--- config.mk ---
export PLATFORM = sky130hd
export DESIGN_NAME = minimal_change_combination_generator_top
export DESIGN_NICKNAME = d
export VERILOG_FILES = /design/src/hw/rtl/mcg_pkg.sv /design/src/hw/rtl/minimal_change_combination_generator_top.sv /design/src/hw/rtl/mcg_marker_ram.sv /design/src/hw/rtl/mcg_twiddle_seq.sv
export SDC_FILE = /design/constraint.sdc
export NUM_CORES = 1
export LEC_CHECK = 0
export BUFFER_PORTS_ARGS = -buffer_cell sky130_fd_sc_hd__buf_2
export CAP_MARGIN = 10
export CORE_ASPECT_RATIO = 0.5
export CORE_MARGIN = 8
export CORE_UTILIZATION = 36
export CTS_BUF_LIST = sky130_fd_sc_hd__clkbuf_8
export DETAILED_ROUTE_END_ITERATION = 6
export SETUP_SLACK_MARGIN = 0.1
export SLEW_MARGIN = 20
export SYNTH_ARGS = -nofsm -noshare
export SYNTH_HDL_FRONTEND = slang
export SYNTH_SLANG_ARGS = --single-unit
--- constraint.sdc ---
create_clock -name aclk -period 7.48 [get_ports aclk]
set_input_delay 1.122 -clock aclk [delete_from_list [all_inputs] [get_ports aclk]]
set_output_delay 1.122 -clock aclk [all_outputs]
set_load 0.1 [all_outputs]
--- src/hw/rtl/mcg_pkg.sv ---
// ----------------------------------------------------------------------------
// mcg_pkg
// Shared widths, marker codes and control structs for the combination
// generator.
// ----------------------------------------------------------------------------
package mcg_pkg;

    localparam int CFG_W  = 7;
    localparam int MASK_W = 64;
    localparam int POS_W  = 6;
    localparam int MARK_W = 8;

    typedef logic signed [MARK_W-1:0] mark_t;

    localparam mark_t MARK_LEFT = -8'sd2;
    localparam mark_t MARK_NEG  = -8'sd1;
    localparam mark_t MARK_ZERO = 8'sd0;
    localparam mark_t MARK_ONE  = 8'sd1;

    typedef enum logic {
        CFG_SET_SIZE,
        CFG_SUBSET_SIZE
    } cfg_reg_t;

    typedef enum logic [1:0] {
        OP_INIT,
        OP_ADV,
        OP_BAD,
        OP_SKIP
    } step_op_t;

    typedef struct packed {
        logic             start;
        step_op_t         op;
        logic [CFG_W-1:0] n;
        logic [CFG_W-1:0] m;
        logic             ack;
    } seq_cmd_t;

    typedef struct packed {
        logic             done;
        logic             ok;
        logic [POS_W-1:0] x;
        logic [POS_W-1:0] y;
    } seq_rsp_t;

endpackage

--- src/hw/rtl/minimal_change_combination_generator_top.sv ---
// ----------------------------------------------------------------------------
// minimal_change_combination_generator_top
// Minimal-change m-of-n subset generator; marker array in a registered-read RAM.
// Throughput: one word in flight; s_ready returns in the same cycle as the result
// enters the output register. Reset: no subset until the first restart, n=8, m=3.
// ----------------------------------------------------------------------------
module minimal_change_combination_generator_top
    import mcg_pkg::*;
#(
    parameter int MAX_ELEMENTS = 64
) (
    input  logic              aclk,
    input  logic              aresetn,
    input  logic              s_valid,
    output logic              s_ready,
    input  logic              s_restart,
    output logic              m_valid,
    input  logic              m_ready,
    output logic [MASK_W-1:0] m_member_mask,
    output logic [POS_W-1:0]  m_moved_in,
    output logic [POS_W-1:0]  m_moved_out,
    output logic              m_produced,
    output logic              m_is_first,
    input  logic              cfg_wr_en,
    input  logic              cfg_index,
    input  logic [CFG_W-1:0]  cfg_wdata
);

    localparam int DEPTH = MAX_ELEMENTS + 2;
    localparam int AW    = $clog2(DEPTH);

    logic [CFG_W-1:0]  set_size_reg;
    logic [CFG_W-1:0]  subset_size_reg;
    logic [CFG_W-1:0]  lat_n_reg;
    logic [CFG_W-1:0]  lat_m_reg;
    logic [MASK_W-1:0] mask_reg;
    logic              done_reg;
    logic              busy_reg;
    step_op_t          op_reg;
    logic              m_valid_reg;
    logic [MASK_W-1:0] m_mask_reg;
    logic [POS_W-1:0]  m_in_reg;
    logic [POS_W-1:0]  m_out_reg;
    logic              m_produced_reg;
    logic              m_first_reg;

    logic [MASK_W-1:0] m_mask_next;
    logic [POS_W-1:0]  m_in_next;
    logic [POS_W-1:0]  m_out_next;
    logic              m_produced_next;
    logic              m_first_next;

    logic              s_acc;
    logic              cfg_ok;
    step_op_t          op_sel;
    step_op_t          op_cur;
    logic              out_free;
    logic              take;
    logic [MASK_W-1:0] init_mask;
    logic [MASK_W-1:0] adv_mask;

    seq_cmd_t          cmd;
    seq_rsp_t          rsp;

    logic              ram_wr_en;
    logic [AW-1:0]     ram_wr_addr;
    mark_t             ram_wr_data;
    logic [AW-1:0]     ram_rd_addr;
    mark_t             ram_rd_data;

    assign s_ready  = !busy_reg;
    assign s_acc    = s_valid && s_ready;
    assign cfg_ok   = (set_size_reg != '0) && (subset_size_reg != '0) &&
                      (subset_size_reg <= set_size_reg) &&
                      (set_size_reg <= CFG_W'(MAX_ELEMENTS));
    assign op_sel   = s_restart ? (cfg_ok ? OP_INIT : OP_BAD)
                                : (done_reg ? OP_SKIP : OP_ADV);
    assign op_cur   = s_acc ? op_sel : op_reg;
    assign out_free = !m_valid_reg || m_ready;
    assign take     = rsp.done && out_free;

    assign init_mask = {MASK_W{1'b1}} >> (CFG_W'(MASK_W) - subset_size_reg);
    assign adv_mask  = (mask_reg | (MASK_W'(1) << rsp.x)) & ~(MASK_W'(1) << rsp.y);

    assign cmd.start = s_acc;
    assign cmd.op    = op_cur;
    assign cmd.n     = (op_cur == OP_INIT) ? set_size_reg : lat_n_reg;
    assign cmd.m     = subset_size_reg;
    assign cmd.ack   = take;

    mcg_marker_ram #(
        .DEPTH (DEPTH),
        .AW    (AW)
    ) u_ram (
        .aclk    (aclk),
        .wr_en   (ram_wr_en),
        .wr_addr (ram_wr_addr),
        .wr_data (ram_wr_data),
        .rd_addr (ram_rd_addr),
        .rd_data (ram_rd_data)
    );

    mcg_twiddle_seq #(
        .AW (AW)
    ) u_seq (
        .aclk    (aclk),
        .aresetn (aresetn),
        .cmd     (cmd),
        .rsp     (rsp),
        .wr_en   (ram_wr_en),
        .wr_addr (ram_wr_addr),
        .wr_data (ram_wr_data),
        .rd_addr (ram_rd_addr),
        .rd_data (ram_rd_data)
    );

    always_comb begin
        m_mask_next     = '0;
        m_in_next       = '0;
        m_out_next      = '0;
        m_produced_next = 1'b0;
        m_first_next    = 1'b0;
        unique case (op_reg)
            OP_INIT: begin
                m_mask_next     = init_mask;
                m_produced_next = 1'b1;
                m_first_next    = 1'b1;
            end
            OP_ADV: begin
                if (rsp.ok) begin
                    m_mask_next     = adv_mask;
                    m_in_next       = rsp.x;
                    m_out_next      = rsp.y;
                    m_produced_next = 1'b1;
                end
            end
            default: ;
        endcase
    end

    always_ff @(posedge aclk) begin
        if (!aresetn) begin
            set_size_reg    <= CFG_W'(8);
            subset_size_reg <= CFG_W'(3);
            lat_n_reg       <= '0;
            lat_m_reg       <= '0;
            mask_reg        <= '0;
            done_reg        <= 1'b1;
            busy_reg        <= 1'b0;
            op_reg          <= OP_SKIP;
            m_valid_reg     <= 1'b0;
        end else begin
            if (cfg_wr_en) begin
                unique case (cfg_index)
                    CFG_SET_SIZE:    set_size_reg    <= cfg_wdata;
                    CFG_SUBSET_SIZE: subset_size_reg <= cfg_wdata;
                    default:         ;
                endcase
            end

            if (s_acc) begin
                busy_reg <= 1'b1;
                op_reg   <= op_sel;
            end

            if (take) begin
                busy_reg       <= 1'b0;
                m_valid_reg    <= 1'b1;
                m_mask_reg     <= m_mask_next;
                m_in_reg       <= m_in_next;
                m_out_reg      <= m_out_next;
                m_produced_reg <= m_produced_next;
                m_first_reg    <= m_first_next;
                unique case (op_reg)
                    OP_INIT: begin
                        lat_n_reg <= set_size_reg;
                        lat_m_reg <= subset_size_reg;
                        mask_reg  <= init_mask;
                        done_reg  <= 1'b0;
                    end
                    OP_ADV: begin
                        if (rsp.ok) begin
                            mask_reg <= adv_mask;
                        end else begin
                            done_reg <= 1'b1;
                        end
                    end
                    OP_BAD: begin
                        mask_reg <= '0;
                        done_reg <= 1'b1;
                    end
                    default: ;
                endcase
            end else if (m_ready) begin
                m_valid_reg <= 1'b0;
            end
        end
    end

    assign m_valid       = m_valid_reg;
    assign m_member_mask = m_mask_reg;
    assign m_moved_in    = m_in_reg;
    assign m_moved_out   = m_out_reg;
    assign m_produced    = m_produced_reg;
    assign m_is_first    = m_first_reg;

`ifndef SYNTHESIS
    a_mask_weight: assert property (@(posedge aclk) disable iff (!aresetn)
        !done_reg |-> ($countones(mask_reg) == int'(lat_m_reg)))
        else $error("live mask weight differs from subset size");

    a_move_bits: assert property (@(posedge aclk) disable iff (!aresetn)
        (m_valid && m_produced && !m_is_first) |->
            (m_member_mask[m_moved_in] && !m_member_mask[m_moved_out]))
        else $error("moved positions disagree with mask");

    a_done_busy: assert property (@(posedge aclk) disable iff (!aresetn)
        rsp.done |-> busy_reg)
        else $error("sequencer result without a word in flight");
`endif

endmodule

--- src/hw/rtl/mcg_marker_ram.sv ---
// ----------------------------------------------------------------------------
// mcg_marker_ram
// Marker array store: one write port, one read port, registered read with
// write-to-read forwarding on an address match.
// ----------------------------------------------------------------------------
module mcg_marker_ram
    import mcg_pkg::*;
#(
    parameter int DEPTH = 66,
    parameter int AW    = 7
) (
    input  logic          aclk,
    input  logic          wr_en,
    input  logic [AW-1:0] wr_addr,
    input  mark_t         wr_data,
    input  logic [AW-1:0] rd_addr,
    output mark_t         rd_data
);

    mark_t mem [DEPTH];
    mark_t rd_data_reg;

    always_ff @(posedge aclk) begin
        if (wr_en) begin
            mem[wr_addr] <= wr_data;
        end
        if (wr_en && (wr_addr == rd_addr)) begin
            rd_data_reg <= wr_data;
        end else begin
            rd_data_reg <= mem[rd_addr];
        end
    end

    assign rd_data = rd_data_reg;

endmodule

--- src/hw/rtl/mcg_twiddle_seq.sv ---
// ----------------------------------------------------------------------------
// mcg_twiddle_seq
// Step sequencer: loads the marker array on a valid restart and walks it one entry
// per cycle for each advance, writing back the updated markers.
// ----------------------------------------------------------------------------
module mcg_twiddle_seq
    import mcg_pkg::*;
#(
    parameter int AW = 7
) (
    input  logic          aclk,
    input  logic          aresetn,
    input  seq_cmd_t      cmd,
    output seq_rsp_t      rsp,
    output logic          wr_en,
    output logic [AW-1:0] wr_addr,
    output mark_t         wr_data,
    output logic [AW-1:0] rd_addr,
    input  mark_t         rd_data
);

    typedef enum logic [3:0] {
        S_IDLE,
        S_INIT,
        S_SCAN1,
        S_CHK,
        S_FILLA,
        S_SCAN2,
        S_ZERO,
        S_WR2,
        S_DONE
    } state_t;

    state_t           state_reg, state_next;
    logic [AW-1:0]    idx_reg, idx_next;
    logic [AW-1:0]    j_reg, j_next;
    logic [AW-1:0]    k_reg, k_next;
    mark_t            pk_reg, pk_next;
    logic [AW-1:0]    w2_addr_reg, w2_addr_next;
    mark_t            w2_data_reg, w2_data_next;
    logic             ok_reg, ok_next;
    logic [POS_W-1:0] x_reg, x_next;
    logic [POS_W-1:0] y_reg, y_next;

    logic [AW-1:0]    n_a;
    logic [AW-1:0]    m_a;
    logic [AW-1:0]    np1;
    mark_t            init_val;

    function automatic logic [POS_W-1:0] pos_of(input logic [AW-1:0] a);
        return POS_W'(a - AW'(1));
    endfunction

    assign n_a = AW'(cmd.n);
    assign m_a = AW'(cmd.m);
    assign np1 = AW'(n_a + AW'(1));

    always_comb begin
        if (idx_reg == '0) begin
            init_val = MARK_LEFT;
        end else if (idx_reg <= m_a) begin
            init_val = mark_t'(MARK_W'(m_a) - MARK_W'(idx_reg) + MARK_W'(1));
        end else if (idx_reg == np1) begin
            init_val = mark_t'(MARK_W'(np1));
        end else begin
            init_val = MARK_ZERO;
        end
    end

    always_comb begin
        state_next   = state_reg;
        idx_next     = idx_reg;
        j_next       = j_reg;
        k_next       = k_reg;
        pk_next      = pk_reg;
        w2_addr_next = w2_addr_reg;
        w2_data_next = w2_data_reg;
        ok_next      = ok_reg;
        x_next       = x_reg;
        y_next       = y_reg;
        wr_en        = 1'b0;
        wr_addr      = idx_reg;
        wr_data      = MARK_ZERO;

        unique case (state_reg)
            S_IDLE: begin
                if (cmd.start) begin
                    unique case (cmd.op)
                        OP_INIT: begin
                            idx_next   = '0;
                            state_next = S_INIT;
                        end
                        OP_ADV: begin
                            idx_next   = n_a;
                            state_next = S_SCAN1;
                        end
                        default: begin
                            ok_next    = 1'b0;
                            state_next = S_DONE;
                        end
                    endcase
                end
            end
            S_INIT: begin
                wr_en   = 1'b1;
                wr_data = init_val;
                if (idx_reg == np1) begin
                    ok_next    = 1'b1;
                    x_next     = '0;
                    y_next     = '0;
                    state_next = S_DONE;
                end else begin
                    idx_next = AW'(idx_reg + AW'(1));
                end
            end
            S_SCAN1: begin
                if (idx_reg == '0) begin
                    ok_next    = 1'b0;
                    state_next = S_DONE;
                end else if (rd_data > MARK_ZERO) begin
                    j_next     = idx_reg;
                    pk_next    = rd_data;
                    idx_next   = AW'(idx_reg + AW'(1));
                    state_next = S_CHK;
                end else begin
                    idx_next = AW'(idx_reg - AW'(1));
                end
            end
            S_CHK: begin
                if (rd_data == MARK_ZERO) begin
                    wr_en      = 1'b1;
                    wr_addr    = j_reg;
                    wr_data    = MARK_ZERO;
                    state_next = S_FILLA;
                end else begin
                    wr_en      = (j_reg != n_a);
                    wr_addr    = idx_reg;
                    wr_data    = MARK_ZERO;
                    idx_next   = AW'(j_reg - AW'(1));
                    state_next = S_SCAN2;
                end
            end
            S_FILLA: begin
                wr_en = 1'b1;
                if (idx_reg == n_a) begin
                    wr_data    = MARK_ONE;
                    ok_next    = 1'b1;
                    x_next     = pos_of(n_a);
                    y_next     = pos_of(j_reg);
                    state_next = S_DONE;
                end else begin
                    wr_data  = MARK_NEG;
                    idx_next = AW'(idx_reg + AW'(1));
                end
            end
            S_SCAN2: begin
                if ((idx_reg != '0) && (rd_data > MARK_ZERO)) begin
                    pk_next  = rd_data;
                    idx_next = AW'(idx_reg - AW'(1));
                end else begin
                    j_next     = idx_reg;
                    k_next     = AW'(idx_reg + AW'(1));
                    state_next = S_ZERO;
                end
            end
            S_ZERO: begin
                if ((idx_reg != '0) && (rd_data == MARK_ZERO)) begin
                    wr_en    = 1'b1;
                    wr_data  = MARK_NEG;
                    idx_next = AW'(idx_reg - AW'(1));
                end else if (rd_data == MARK_NEG) begin
                    wr_en        = 1'b1;
                    wr_data      = pk_reg;
                    w2_addr_next = k_reg;
                    w2_data_next = MARK_NEG;
                    ok_next      = 1'b1;
                    x_next       = pos_of(idx_reg);
                    y_next       = pos_of(k_reg);
                    state_next   = S_WR2;
                end else if (idx_reg == '0) begin
                    ok_next    = 1'b0;
                    state_next = S_DONE;
                end else begin
                    wr_en        = 1'b1;
                    wr_addr      = j_reg;
                    wr_data      = rd_data;
                    w2_addr_next = idx_reg;
                    w2_data_next = MARK_ZERO;
                    ok_next      = 1'b1;
                    x_next       = pos_of(j_reg);
                    y_next       = pos_of(idx_reg);
                    state_next   = S_WR2;
                end
            end
            S_WR2: begin
                wr_en      = 1'b1;
                wr_addr    = w2_addr_reg;
                wr_data    = w2_data_reg;
                state_next = S_DONE;
            end
            S_DONE: begin
                if (cmd.ack) begin
                    state_next = S_IDLE;
                end
            end
            default: begin
                state_next = S_IDLE;
            end
        endcase
    end

    always_ff @(posedge aclk) begin
        if (!aresetn) begin
            state_reg <= S_IDLE;
            idx_reg   <= '0;
            ok_reg    <= 1'b0;
        end else begin
            state_reg   <= state_next;
            idx_reg     <= idx_next;
            ok_reg      <= ok_next;
            j_reg       <= j_next;
            k_reg       <= k_next;
            pk_reg      <= pk_next;
            w2_addr_reg <= w2_addr_next;
            w2_data_reg <= w2_data_next;
            x_reg       <= x_next;
            y_reg       <= y_next;
        end
    end

    assign rd_addr  = idx_next;
    assign rsp.done = (state_reg == S_DONE);
    assign rsp.ok   = ok_reg;
    assign rsp.x    = x_reg;
    assign rsp.y    = y_reg;

endmodule

Yosys cells after proc, flatten, opt, wreduce, memory -nomap -nowiden
Memories as Yosys holds them, arrays and structs flattened. A register that Yosys moved wholly into a read port is not among the register bits.
Cells that the tools add are included.
{"block": "totals", "regBits": 229, "latchBits": 0, "ramBits": 528, "mem_bits_ro": 0, "inputBits": 14, "memories": 1}
{"memory": "u_ram.mem", "depth": 66, "word_bits": 8, "read_ports": 1, "rd_clocked_by_memory_dff": 1, "wr": 1, "line": "mcg_marker_ram.sv:20", "source": "mark_t mem [DEPTH];"}
{"block": "op_classes", "addsub": 9, "mul": 0, "div": 0, "order_cmp": 4, "eq_ne": 31, "n_shift": 3, "muxes": 88, "bitwise": 7, "reduce_logical": 40}
{"cell": "case mux 64 bit (3 select lines)", "count": 1}
{"cell": "2-to-1 mux 7 bit", "count": 19}
{"cell": "2-to-1 mux 64 bit", "count": 2}
{"cell": "case mux 64 bit (2 select lines)", "count": 1}
{"cell": "left shift 1 x 6 -> 64 bit (first input constant)", "count": 2}
{"cell": "2-to-1 mux 8 bit", "count": 10}
{"cell": "AND 64 bit", "count": 1}
{"cell": "NOT 64 bit", "count": 1}
{"cell": "bitwise OR 64 bit", "count": 1}
{"cell": "right shift 64 x 7 -> 64 bit (first input constant)", "count": 1}
{"cell": "2-to-1 mux 6 bit", "count": 9}
{"cell": "case mux 7 bit (7 select lines)", "count": 1}
{"cell": "2-to-1 mux 4 bit", "count": 10}
{"cell": "case mux 4 bit (9 select lines)", "count": 1}
{"cell": "case mux 6 bit (3 select lines)", "count": 2}
{"cell": "case mux 8 bit (4 select lines)", "count": 1}
{"cell": "case mux 7 bit (2 select lines)", "count": 2}
{"cell": "case mux 7 bit (3 select lines)", "count": 1}
{"cell": "nonzero test 7 bit", "count": 3}
{"cell": "2-to-1 mux 1 bit", "count": 18}
{"cell": "equality test 4 x 3 -> 1 bit (second input constant)", "count": 4}
{"cell": "!= test 2 bit (second input constant)", "count": 8}
{"cell": "case mux 8 bit (2 select lines)", "count": 1}
{"cell": "adder 7 x 1 -> 7 bit (second input constant)", "count": 2}
{"cell": "other kinds (43)", "count": 80}

Depth between registers and ports, before layout
{"block": "logic_depth", "word_depth": 15, "mapped_depth": 23}

Hierarchy
A second synthesis with hierarchy kept.
{"block": "unflattened", "hier_cells": 2494, "hier_area_um2": 34475.6}
{"module": "mcg_marker_ram", "instances": 1, "cells_per_inst": 993, "area_per_inst_um2": 20806.2, "seq_area_each_um2": 15995.3}
{"module": "minimal_change_combination_generator_top", "instances": 1, "cells_per_inst": 926, "area_per_inst_um2": 8782.2, "seq_area_each_um2": 4144.0}
{"module": "mcg_twiddle_seq", "instances": 1, "cells_per_inst": 575, "area_per_inst_um2": 4887.2, "seq_area_each_um2": 1501.4}

Worst setup path before layout
OpenSTA, ideal clock, no wires.
{"block": "synth_timing", "kind": "register to register", "from": "register set_size_reg[3]", "to": "memory u_ram.mem[0][5] (netlist bit), data pin", "setup_ns": 0.717, "t_arrival_ns": 7.179, "slack_ns": -0.416, "path_stages_with_launch": 21, "path_buffers": 3, "period_less_slack_ns": 7.896, "cell_sequence": "dfxtp_1 > clkbuf_1 > inv_1 > ha_1 > nand4_1 > or2_2 > buf_1 > o211a_1 > a211oi_2 > mux2i_1 > inv_1 > ha_1 > clkbuf_1 > nand3_1 > xnor2_1 > or3_1 > a311oi_1 > nand3_1 > a21o_1 > or3_1 > o21ai_0"}
{"block": "synth_via", "elab_chain_len": 15, "word_cells_on_any_way": 19, "cone_classes": "add/sub (1); order compare (2); eq/ne (2); mux (9); reduce/logical (5)"}
{"item": "from (decl)", "line": "minimal_change_combination_generator_top.sv:32", "source": "logic [CFG_W-1:0] set_size_reg;"}
{"item": "from (signal assigned)", "line": "minimal_change_combination_generator_top.sv:155", "source": "CFG_SET_SIZE: set_size_reg <= cfg_wdata;"}
{"item": "parallel branches: the longest is 8 deep, another holds <= comparator 7 bit"}
{"item": "2-to-1 mux 7 bit *", "line": "minimal_change_combination_generator_top.sv:87", "source": "assign cmd.n = (op_cur == OP_INIT) ? set_size_reg : lat_n_reg;"}
{"item": "adder 7 x 1 -> 7 bit", "line": "mcg_twiddle_seq.sv:56", "source": "assign np1 = AW'(n_a + AW'(1));"}
{"item": "equality test 7 bit", "line": "mcg_twiddle_seq.sv:63", "source": "end else if (idx_reg == np1) begin"}
{"item": "2-to-1 mux 7 bit", "line": "mcg_twiddle_seq.sv:63"}
{"item": "2-to-1 mux 8 bit", "line": "mcg_twiddle_seq.sv:61", "source": "end else if (idx_reg <= m_a) begin"}
{"item": "2-to-1 mux 8 bit", "line": "mcg_twiddle_seq.sv:59", "source": "if (idx_reg == '0) begin"}
{"item": "case mux 8 bit (4 select lines) *", "line": "mcg_twiddle_seq.sv:85", "source": "unique case (state_reg)"}
{"item": "net ram_wr_data[5]", "line": "minimal_change_combination_generator_top.sv:67", "source": "mark_t ram_wr_data;"}
{"item": "to (decl)", "line": "mcg_marker_ram.sv:20"}
Mark *: on every way through the listed nets, which the timed path passes.

==> results.md <==
- The run finished with clean final reports.
- After layout, the design draws a total of 11.6 mW.
- Counting I/O delays and the setup requirement, the final critical path takes 6.47 ns.
- The min-delay analysis places its worst path in the category flop to flop.
- Setup repair after global routing left no endpoint under its margin.
- Summed over all layers, the routed wires come to 107 mm.
- The combined global-route utilization of all metal layers is 19.0%.
- The synthesized netlist devotes 1.43% of its cell area to adder and majority cells.
- The length of the first detailed-routing pass in iterations is 6.
- The initial antenna violation count is 1.
- The critical path launch point type is a flop.
- After routing the design area is 0.0397 mm2.
- The top cell type by area accounts for 55.5% of the synthesized area.
- Once detail routing completed, the nets flagged for antenna violations numbered 0.
- In this run the power density over the cells is 293 mW/mm2.
- Yosys printed 0 warnings.
- Ranked by total cell area, the synthesized netlist is headed by edfxtp_1, dfxtp_1, mux4_2.
- The library cell used most frequently in the layout, excluding fill and tap cells, is edfxtp_1.
- Summing the areas of all compound-gate instances in the mapped netlist gives 12.4% of the synthesized area.
- Walking the worst path, the cells encountered are buf_4 -> mux4_2 -> mux2i_1 -> a31oi_1 -> a211oi_2 -> inv_2 -> or4_4 -> o31ai_4 -> nand4_1 -> a222oi_1 -> buf_4 -> nand4bb_1 -> nor3_1 -> buf_4.
- The proportion of synthesized area in mux cells is 9.45%.
- Measured against its own limit, the worst slew margin works out to 29.1%.
- For this run, design rule violations remaining after detail routing come to 0.
- Max-cap violations in this run came to 0.
- The maximum fanout count along the critical path is 43.
- The final count of hold timing violations is 0.
- By area, the combinational part of the netlist is dominated by compound AO/OA/AOI/OAI gates.
- The number of flops mapped to enable cells by yosys is 648.
- The critical path's top delay family is simple AND/OR/NAND/NOR gates.
- Counting flops and latches in the post-synthesis netlist gives 757.
- The library cell contributing the largest single delay on the critical path is dfxtp_4.
- The CTS clock-pin slew for the worst setup and hold paths is 0.06 ns.
- In this design, the stage delay of the slowest critical-path cell is 0.86 ns.
- Entering global routing, the biggest net connects 129 pins.
- The flip-flop count of the largest register after layout is 528.
- The TritonCTS clock tree is yes.
- The first global-routing pass estimated 159 mm of wire.
- Row generation in the floorplan step produced 81 rows.
- In this run, distinct cell masters in the synthesized netlist total 98.
- The instance area at placement is 0.0375 mm2.
- The worst setup path is captured at a flop.
- The buffer and inverter count on the worst path is 4.
- At the end of routability-driven placement, the weighted congestion stood at 0.951.
- Based on the critical path, the design can be clocked at up to 155 MHz.
- No sink is reached through more buffers than the 3 on the longest clock path.
- The worst-case clock skew is 0.0437 ns.
- The critical path class is flop to flop.
- The number of vias per cell after detailed routing is 5.78.
- From left edge to right edge, the die measures 457 um.
- From synthesis to final layout, the design area changed by 13.3%.
- Global routing finished with a remaining overflow of 0.
- The number of DRC markers in iteration 0 is 2786.
- The number of global-route vias before repair is 24200.
- The share of synthesized registers carrying an async set or reset is 0%.
- The share of the synthesized netlist area taken by xor and xnor gates is 1.56%.
- The average routed wire per standard cell is 25.2 um.
- Post-CTS timing repair inserted 0 buffers for setup.
- Port buffering added 93 buffers.
- The die outline area is 0.108 mm2.
- For this run, the leading register cell type out of synthesis is edfxtp_1.
- The overall die height is 237 um.
- The leakage power is 13.0 nW.
- The number of cells upsized or downsized after cts is 0.
- By instance count, the cell type seen most on the critical path is buf_4.
- CTS built an H-tree with a depth of 3.
- In this run the worst setup path terminates at u_ram.mem[27][7].
- The tree is rooted in a clkbuf_8.
- The largest total area in the synthesized netlist belongs to edfxtp_1.
- The top cell types in the final layout, fill and taps aside, are edfxtp_1, nor2_1, nand2_1, o21ai_0, buf_4.
- At the worst endpoint, the arrival time is 6.94 ns.
- Setup violations remaining at the end of the flow were counted as 0.
- The number of instances in the synthesized netlist is 2686.
- At the pin with the least slew margin, the transition time is 1.06 ns.
- The required arrival time at the worst endpoint is 7.96 ns.
- The count of final max-slew check failures was 0.
- Summing every instance area after synthesis gives 0.0351 mm2.
- 94 I/O pins were placed.
- At the later pin of the worst-skew pair, clock insertion delay measures 0.77 ns.
- The share of cells above drive strength 1 is 18.8%.
- Sequential cells were found to cover 61.7% of the synthesized design area.
- The number of logic stages on the critical path including buffering is 14.
- Counting cells, the worst reg-to-reg path comes to 14.
- The area of the core is 0.0971 mm2.
- Clock tree synthesis inserted a total of 112 buffers.
- The overall via count from detail_route is 24500.
- The number of nets in the synthesized netlist is 2739.
- The synthesized netlist devotes 10.4% of its cell area to simple gates.
- For this run, the post-layout net count is 2907.
- The worst path uses 86.5% of the clock period.
- The endpoint of the worst-slack reg-to-reg timing path is u_ram.mem[27][7].
- In this run the register-to-register setup slack is 1.01 ns.
- The starting utilization of the core area is 36.1%.
- The synthesized area per cell is 13.1 um2.
- The peak ir drop on the vdd network is 0.000160 V.
- CTS saw 757 sinks.
- The number of buffers inserted by hold repair at cts is 0.
- The detailed-placement wirelength estimate is 72.3 mm.
cells in the mapped netlist, types with 7 or more instances:
cell type,instances
mux4_1,14
mux2i_1,94
clkbuf_1,124
a32oi_1,7
o2111ai_1,10
nand3b_1,7
a21oi_1,116
o211ai_1,30
and2_1,19
nor3_2,14
nand2b_1,17
a2111oi_0,9
and3_1,30
edfxtp_1,648
dfxtp_1,109
o21a_1,7
o221ai_1,36
a22oi_1,45
nor2_1,253
a211oi_1,25
nor3_1,64
nor2b_1,25
o21ai_0,147
or3_1,12
a22o_1,15
a31oi_1,23
ha_1,37
o22ai_1,103
mux2_2,26
nand3_1,62
inv_1,41
a211o_1,7
mux4_2,76
xnor2_1,44
buf_6,10
nand2_1,156
or2_2,8
buf_2,30
a21o_1,11
nand4_1,16
xor2_1,16
power breakdown:
part	switching, mW	internal [mW]
Clock	1.64	1.68
Sequential	0.223	4.79
Combinational	2.19	1.12
stage by stage:
| stage | util [%] | worst slack [ns] | hold slack [ns] | instances | TNS [ns] |
|---|---|---|---|---|---|
| after floorplan | - | -0.416 | 0.432 | 2686 | -54.87 |
| after global placement | 38.6 | 1.14 | 0.487 | 4025 | 0 |
| after detailed placement | 38.6 | 0.993 | 0.495 | 4025 | 0 |
| after CTS | 40.9 | 1.13 | 0.504 | 4232 | 0 |
| after global routing | 40.9 | 0.759 | 0.529 | 4234 | 0 |
| final | 40.9 | 1.01 | 0.502 | 4234 | 0 |
metal layers:
layer  GRT usage, %  share of wire, %
met1           25.0                42
met2           31.4                47
met3           2.91               6.7
met4           8.01               4.6
met5              0                 0
worst reg2reg max path, delay by kind of cell, from the launching register on:
| family | cells | cell delay (ns) |
|---|---|---|
| compound gates | 4 | 1.43 |
| buf+inv | 4 | 1.02 |
| flops | 1 | 0.86 |
| mux | 2 | 0.95 |
| simple gates | 4 | 1.96 |
worst min-delay path by stage:
stage | startpoint | end | slack, ns | depth (start not counted)
after CTS | mask_reg[47] | mask_reg[47] | 0.50 | 2
after floorplan | u_seq.idx_reg[4] | u_seq.j_reg[4] | 0.43 | 0
after global placement | mask_reg[30] | mask_reg[30] | 0.49 | 2
final | mask_reg[47] | mask_reg[47] | 0.50 | 2
after global routing | mask_reg[55] | mask_reg[55] | 0.53 | 2
after detailed placement | mask_reg[47] | mask_reg[47] | 0.50 | 2
logic make-up (layout without fill, tap and decap cells):
group,count (synthesis),after routing
AOI/OAI and AO/OA,654,654
xor gates and xnor gates,61,61
adders and majority gates,39,39
buffers and inverters,230,491
DFF,757,757
muxes,210,210
other,0,1
and+or+nand+nor,735,735
final cells by class:
cell class / instances / area, um2
Clock buffer: 118 / 1620
Antenna cell: 1 / 2.50
Clock inverter: 89 / 571
Timing Repair Buffer: 233 / 1650
Multi-Input combinational cell: 1699 / 12400
Fill cell: 9034 / 57400
Tap cell: 1286 / 1610
Inverter: 51 / 191
Sequential cell: 757 / 21700
Power figures use the tool's default switching activity.
